--- config.mk ---
export PLATFORM = sky130hd
export DESIGN_NAME = key_debounce_press_classifier
export DESIGN_NICKNAME = d
export VERILOG_FILES = /design/src/rtl/kdp_pkg.sv /design/src/rtl/key_debounce_press_classifier.sv
export SDC_FILE = /design/constraint.sdc
export NUM_CORES = 1
export LEC_CHECK = 0
export CAP_MARGIN = 20
export CORE_ASPECT_RATIO = 1.5
export CORE_MARGIN = 8
export CORE_UTILIZATION = 55
export DETAILED_ROUTE_END_ITERATION = 8
export DONT_BUFFER_PORTS = 1
export GPL_TIMING_DRIVEN = 0
export HOLD_SLACK_MARGIN = 0.1
export PLACE_DENSITY = 0.7
export SLEW_MARGIN = 15
export SYNTH_ARGS = -nofsm -noshare
export SYNTH_HDL_FRONTEND = slang
export SYNTH_SLANG_ARGS = --single-unit
--- constraint.sdc ---
create_clock -name clock -period 5.1 [get_ports clock]
set_input_delay 0.255 -clock clock [delete_from_list [all_inputs] [get_ports clock]]
set_output_delay 0.255 -clock clock [all_outputs]
set_load 0.005 [all_outputs]
--- src/rtl/kdp_pkg.sv ---
// ----------------------------------------------------------------------------
// kdp_pkg
// Shared widths, phase and event codes, register indexes and reset values
// for the key debounce and press classifier.
// ----------------------------------------------------------------------------
package kdp_pkg;

   localparam int unsigned TICK_W    = 8;
   localparam int unsigned DEBOUNCE_W = 10;
   localparam int unsigned HOLD_W    = 16;
   localparam int unsigned ELAPSED_W = 11;
   localparam int unsigned CSR_IDX_W = 2;
   localparam int unsigned CSR_DATA_W = 16;

   typedef logic [1:0] phase_type;
   typedef logic [1:0] event_type;
   typedef logic [CSR_IDX_W-1:0] csr_idx_type;

   localparam phase_type PH_RELEASED   = 2'd0;
   localparam phase_type PH_PRESS_DB   = 2'd1;
   localparam phase_type PH_PRESSED    = 2'd2;
   localparam phase_type PH_RELEASE_DB = 2'd3;

   localparam event_type EV_NONE  = 2'd0;
   localparam event_type EV_SHORT = 2'd1;
   localparam event_type EV_LONG  = 2'd2;

   localparam csr_idx_type CSR_TICK_PERIOD = 2'd0;
   localparam csr_idx_type CSR_DEBOUNCE    = 2'd1;
   localparam csr_idx_type CSR_LONG_PRESS  = 2'd2;

   localparam logic [TICK_W-1:0]     TICK_PERIOD_RST = 8'd10;
   localparam logic [DEBOUNCE_W-1:0] DEBOUNCE_RST    = 10'd20;
   localparam logic [HOLD_W-1:0]     LONG_PRESS_RST  = 16'd100;

   localparam logic [ELAPSED_W-1:0] ELAPSED_MAX = '1;
   localparam logic [HOLD_W-1:0]    HOLD_MAX    = '1;

endpackage

--- src/rtl/key_debounce_press_classifier.sv ---
// ----------------------------------------------------------------------------
// key_debounce_press_classifier
// Debounces an active-low key pin sampled once per scan tick and classifies
// each press as short or long.
// ----------------------------------------------------------------------------
// Usage:
//   Each item on the req_ channel is one scan tick carrying the raw pin level
//   (0 means the key is down). For every item exactly one result leaves on
//   the rsp_ channel: the press event register and the debounce phase, both
//   as they stand after that tick.
//   The result is registered: an item accepted in one cycle shows its result
//   in the next. One item is taken per clock cycle while req_stall is low;
//   the state registers and the result register are updated by the same
//   edge, so throughput is limited only by the receiver.
//   While the receiver stalls, the result holds and req_stall is raised only
//   when the result register is full and stalled, so a new item is taken in
//   the same cycle the waiting result leaves.
//   Synchronous reset returns the machine to the released phase with no
//   event, clears the counters and loads the register defaults (tick period
//   10 ms, debounce 20 ms, long press 100 ticks). Registers are written
//   through the csr_ port, by the user only while the block is idle (not
//   enforced by the block); an index beyond the register list is ignored.
// ----------------------------------------------------------------------------
module key_debounce_press_classifier
   import kdp_pkg::*;
(
   input  logic                  clock,
   input  logic                  reset,
   input  logic                  req_valid,
   output logic                  req_stall,
   input  logic                  req_pin_level,
   output logic                  rsp_valid,
   input  logic                  rsp_stall,
   output logic [1:0]            rsp_key_event,
   output logic [1:0]            rsp_key_phase,
   input  logic                  csr_wr_en,
   input  logic [CSR_IDX_W-1:0]  csr_index,
   input  logic [CSR_DATA_W-1:0] csr_wdata
);

   logic [TICK_W-1:0]     tick_period_ff;
   logic [DEBOUNCE_W-1:0] debounce_ff;
   logic [HOLD_W-1:0]     long_press_ff;

   phase_type             phase_ff, phase_in;
   event_type             event_ff, event_in;
   logic [ELAPSED_W-1:0]  elapsed_ff, elapsed_in;
   logic [HOLD_W-1:0]     hold_ff, hold_in;
   logic                  rsp_valid_ff, rsp_valid_in;

   logic                  accept;
   logic                  down;
   logic [ELAPSED_W:0]    elapsed_sum;
   logic [ELAPSED_W-1:0]  elapsed_sat;
   logic                  db_done;

   assign req_stall = rsp_valid_ff && rsp_stall;
   assign accept    = req_valid && !req_stall;
   assign down      = !req_pin_level;

   // Debounce timer: saturating add, then compare against the debounce time.
   assign elapsed_sum = {1'b0, elapsed_ff} + {{(ELAPSED_W + 1 - TICK_W){1'b0}}, tick_period_ff};
   assign elapsed_sat = elapsed_sum[ELAPSED_W] ? ELAPSED_MAX : elapsed_sum[ELAPSED_W-1:0];
   assign db_done     = elapsed_sat >= {{(ELAPSED_W - DEBOUNCE_W){1'b0}}, debounce_ff};

   always_comb begin
      phase_in   = phase_ff;
      event_in   = event_ff;
      elapsed_in = elapsed_ff;
      hold_in    = hold_ff;
      unique case (phase_ff)
         PH_RELEASED: begin
            phase_in   = down ? PH_PRESS_DB : PH_RELEASED;
            elapsed_in = '0;
            event_in   = EV_NONE;
         end
         PH_PRESS_DB: begin
            elapsed_in = elapsed_sat;
            if (db_done) begin
               phase_in   = down ? PH_PRESSED : PH_RELEASED;
               hold_in    = '0;
               elapsed_in = '0;
            end
         end
         PH_PRESSED: begin
            if (down) begin
               event_in = (hold_ff == long_press_ff) ? EV_LONG : EV_NONE;
               // The count stops one above the limit, or at full scale.
               if (hold_ff <= long_press_ff && hold_ff != HOLD_MAX) begin
                  hold_in = hold_ff + HOLD_W'(1);
               end
            end else begin
               phase_in = PH_RELEASE_DB;
            end
         end
         PH_RELEASE_DB: begin
            elapsed_in = elapsed_sat;
            if (db_done) begin
               elapsed_in = '0;
               if (down) begin
                  phase_in = PH_PRESSED;
               end else begin
                  phase_in = PH_RELEASED;
                  if (hold_ff < long_press_ff) begin
                     event_in = EV_SHORT;
                  end
                  hold_in = '0;
               end
            end
         end
         default: begin
            phase_in = PH_RELEASED;
         end
      endcase
   end

   assign rsp_valid_in = accept ? 1'b1 : (rsp_valid_ff && rsp_stall);

   always_ff @(posedge clock) begin
      if (reset) begin
         tick_period_ff <= TICK_PERIOD_RST;
         debounce_ff    <= DEBOUNCE_RST;
         long_press_ff  <= LONG_PRESS_RST;
         phase_ff       <= PH_RELEASED;
         event_ff       <= EV_NONE;
         elapsed_ff     <= '0;
         hold_ff        <= '0;
         rsp_valid_ff   <= 1'b0;
      end else begin
         if (csr_wr_en) begin
            unique case (csr_index)
               CSR_TICK_PERIOD: tick_period_ff <= csr_wdata[TICK_W-1:0];
               CSR_DEBOUNCE:    debounce_ff    <= csr_wdata[DEBOUNCE_W-1:0];
               CSR_LONG_PRESS:  long_press_ff  <= csr_wdata[HOLD_W-1:0];
               default: begin
               end
            endcase
         end
         // The state after the update is also the result, so the state
         // registers double as the result register.
         if (accept) begin
            phase_ff   <= phase_in;
            event_ff   <= event_in;
            elapsed_ff <= elapsed_in;
            hold_ff    <= hold_in;
         end
         rsp_valid_ff <= rsp_valid_in;
      end
   end

   assign rsp_valid     = rsp_valid_ff;
   assign rsp_key_event = event_ff;
   assign rsp_key_phase = phase_ff;

`ifndef SYNTHESIS
   a_accept_gives_result: assert property (@(posedge clock) disable iff (reset)
      accept |=> rsp_valid)
      else $error("accepted item produced no result");

   a_short_only_released: assert property (@(posedge clock) disable iff (reset)
      (event_ff == EV_SHORT) |-> (phase_ff == PH_RELEASED))
      else $error("short press reported outside the released phase");

   a_no_direct_release: assert property (@(posedge clock) disable iff (reset)
      (phase_ff == PH_PRESSED) |=> (phase_ff != PH_RELEASED))
      else $error("pressed phase left without release debounce");

   a_hold_bounded: assert property (@(posedge clock) disable iff (reset)
      (accept && phase_ff == PH_PRESSED && hold_ff > long_press_ff) |=>
         $stable(hold_ff))
      else $error("hold count grew past its saturation point");
`endif

endmodule
==> summary.md <==
| Metric | Value |
|---|---|
| Leakage Power | approximately 1.7 nW |
| Area inside the core boundary | 0.00685 mm^2 |
| Number of buffers inserted by hold repair at cts | 17 |
| CP max FO | 10 |
| Number of antenna violations at the first check in global routing | 0 |
| Routed met3 length | around 360 um |
| FP Rows | 37 |
| Placer's final routability congestion estimate | between 0.8 and 0.9 |
| Y dimension of the die | ~120 um |
| Starting density of the core | 0.568 |
| RSZ-0062 raised after global routing | false |
| Post-route insts no fill | around 580 |
| Portion of the clock cycle consumed by the worst path in the final layout | 0.865 |
| Gate family responsible for the most delay along the worst path | compound AO/OA/AOI/OAI gates |
| Buffers on Ports | 0 |
| Post-Synthesis Mean Instance Area | roughly 8.2 um^2 |
| Pin slew with the least headroom to its limit | between 0.6 and 0.7 ns |
| Htree depth | 3 |
| Cell with the biggest individual delay on the critical path | sky130_fd_sc_hd__a2111o_1 |
| Most frequent cells in the layout | sky130_fd_sc_hd__nand2_1, sky130_fd_sc_hd__dfxtp_1, sky130_fd_sc_hd__nor2_1, sky130_fd_sc_hd__ha_1, sky130_fd_sc_hd__inv_1 |
| Hold/Removal Path Class | in -> reg |
| CP startpoint kind | flip-flop |
| Layout Skew | around 0.0090 ns |
| Post-Place Worst Slack | around 0.7 ns |
| Number of max-slew violations in the final report | 0 |
| Proportion of layout cells with a drive suffix above 1 | 0.0672 |
| Uppermost signal routing layer after detailed routing | met4 |
| Post-DP HPWL | ~7800 um |
| PostCTS Resize Cnt | 0 |
| Sum of buffers and inverters on the critical path | 2 |
| Total of warnings raised by yosys | 0 |
| Worst Setup Path Type | reg -> reg |
| Postcts setup bufs | 0 |
| Synth Cell Area | roughly 0.004 mm^2 |
| Per-cell routed wire length | approximately 17 um |
| Main flop type after synthesis | sky130_fd_sc_hd__dfxtp_1 |
| Count of state elements after synthesis | between 60 and 70 |
| Total negative setup slack | 0 ns |
| Placed insts | around 550 |
| Synth cell types | 65 |
| Total power draw | about 0.0012 W |
| Final critical delay including setup and external delays | 4.41 ns |
| Crit path capture type | flip-flop |
| Share of synthesized flip-flops with an asynchronous set or reset | 0 |
| Routed wire length | slightly above 10000 um |
| Number of clock sinks seen by CTS | 66 |
| Clock transition at the registers of the reported paths | about 0.08 ns |
| Maximum frequency from static timing analysis | between 0.2 and 0.25 GHz |
| Remaining design rule violation count | 0 |
| Sequential cell area fraction in the yosys report | 0.340 |
| Data required time at the worst endpoint | between 5 and 6 ns |
| Outcome | completed |
| Total Routing Usage GR | 0.210 |
| Max stage delay on crit path | around 0.50 ns |
| Post-synthesis to final-layout area growth | 12.5% |
| Mapped Nets | approximately 530 |
| Antenna viol nets, final | 0 |
| Met2 wire length | 5580 um |
| Max-slew headroom | 0.558 |
| Instance count of the mapped netlist | 473 |
| Max IR drop VDD | about 0.00022 V |
| Floorplan die area | 0.0101 mm^2 |
| CTS tree | yes |
| Number of iterations in the first detailed-routing pass | 4 |
| Clock buffers created by TritonCTS | 9 |
| Die W | approximately 85 um |
| Critical path, cell by cell | ha_1 -> a211o_1 -> a2111o_1 -> a21oi_1 -> or2_2 -> clkbuf_1 -> o21ai_0 -> ha_1 -> nand2_1 -> o21ai_0 -> nand3_1 -> a21oi_1 -> nor3_2 -> buf_4 -> o311ai_1 -> o41ai_1 |
| Wire length the detailed router placed on met1 | roughly 3700 um |
| Insertion delay of the later-clocked pin in the worst-skew pair | about 0.36 ns |
| Final #Nets | 561 |
| Number of top-level pins | 30 |
| Worst path arrival time | 4.64 ns |
| Final hold vios | 0 |
| Worst setup slack after layout | 0.690 ns |
| Number of global-route vias before repair | roughly 3600 |
| Pwr per Cell Area | ~260 mW/mm^2 |
| Max-capacitance violation count | 0 |
| Number of vias after detailed routing | ~3500 |
| Final global-route overflow total | 0 |
| Post-synth EDFFs | 0 |
| Most common cell after layout, fill and taps aside | sky130_fd_sc_hd__nand2_1 |
| Number of diodes added for antenna fixing | 0 |
| Pin count of the biggest net entering global routing | 12 |
| Buffer cell driving the clock tree root | sky130_fd_sc_hd__clkbuf_8 |
| First-iteration detailed-routing DRC count | between 150 and 200 |
| Fill cell total of the finished layout | 621 |
| Wire length of the first global-routing pass | approximately 17000 um |
| Via-per-instance ratio | 5.95 |
| Number of endpoints failing setup at the final stage | 0 |
| Buffers from clock root to sink, at most | 2 |
==> where the power goes <==
part           switching (W)  leakage (nW)  total, W  internal (W)
Clock               0.000209         0.111  0.000499      0.000290
Combinational      0.0000738          1.10  0.000121     0.0000475
Sequential        0.00000737         0.535  0.000534      0.000527
Total               0.000290          1.75   0.00115      0.000864
==> kinds of logic (layout without fill, tap and decap cells) <==
group,after synthesis,count (layout),share of synthesized area
AOI/OAI and AO/OA,105,105,0.196
xor gates and xnor gates,5,5,0.0113
adders and majority gates,36,36,0.118
buffers and inverters,51,84,0.0505
DFF,66,66,0.340
muxes,18,18,0.0466
and+or+nand+nor,192,192,0.239
==> stage by stage <==
step	util	hold WS, ns	area, um^2
6_report	0.639	0.161	4380
3_3_place_gp	0.582	0.381	3990
2_1_floorplan	-	0.379	3890
3_5_place_dp	0.582	0.392	3990
5_1_grt	0.639	0.157	4380
4_1_cts	0.639	0.146	4380
==> routing by layer <==
metal  GRT usage  up-vias
met2       0.399       67
met5           0        -
met3      0.0509       30
met4       0.142        0
met1       0.191     1643
li1            -     1734
==> state kept, by name (all words and copies together), names as in the netlist, named ones only <==
name,cells
elapsed_ff,11
rsp_key_phase,1
tick_period_ff,8
debounce_ff,10
rsp_key_event,2
rsp_valid,1
hold_ff,16
long_press_ff,16
==> cell type report <==
type / count / area, um^2 / area share
Buffer: 19 / 76.3 / 0.0174
Clock buffer: 12 / 145 / 0.0332
Clock inverter: 4 / 73.8 / 0.0169
Inverter: 32 / 120 / 0.0274
Multi-Input combinational cell: 356 / 2370 / 0.542
Sequential cell: 66 / 1320 / 0.302
Tap cell: 78 / 97.6 / 0.0223
Timing Repair Buffer: 17 / 170 / 0.0389
==> synthesized netlist by cell type, drive strengths merged, types with 11 or more instances <==
cell type,instances,share of area
a21oi,31,0.042
clkbuf,15,0.014
dfxtp,66,0.34
ha,35,0.11
inv,31,0.030
mux2i,17,0.044
nand2,78,0.075
nand3,15,0.019
nor2,36,0.035
nor3,11,0.020
o21ai,20,0.028
==> path summary, 6_finish.rpt <==
check | cells past startpoint | slack [ns] | start | endpoint
min | 2 | 0.16 | req_pin_level | flip-flop
max reg2reg | 16 | 0.69 | tick_period_ff[1] | hold_ff[13]
min reg2reg | 2 | 0.46 | long_press_ff[14] | long_press_ff[14]
max | 16 | 0.69 | tick_period_ff[1] | hold_ff[13]
No activity file was read; power rests on OpenSTA's default activity.
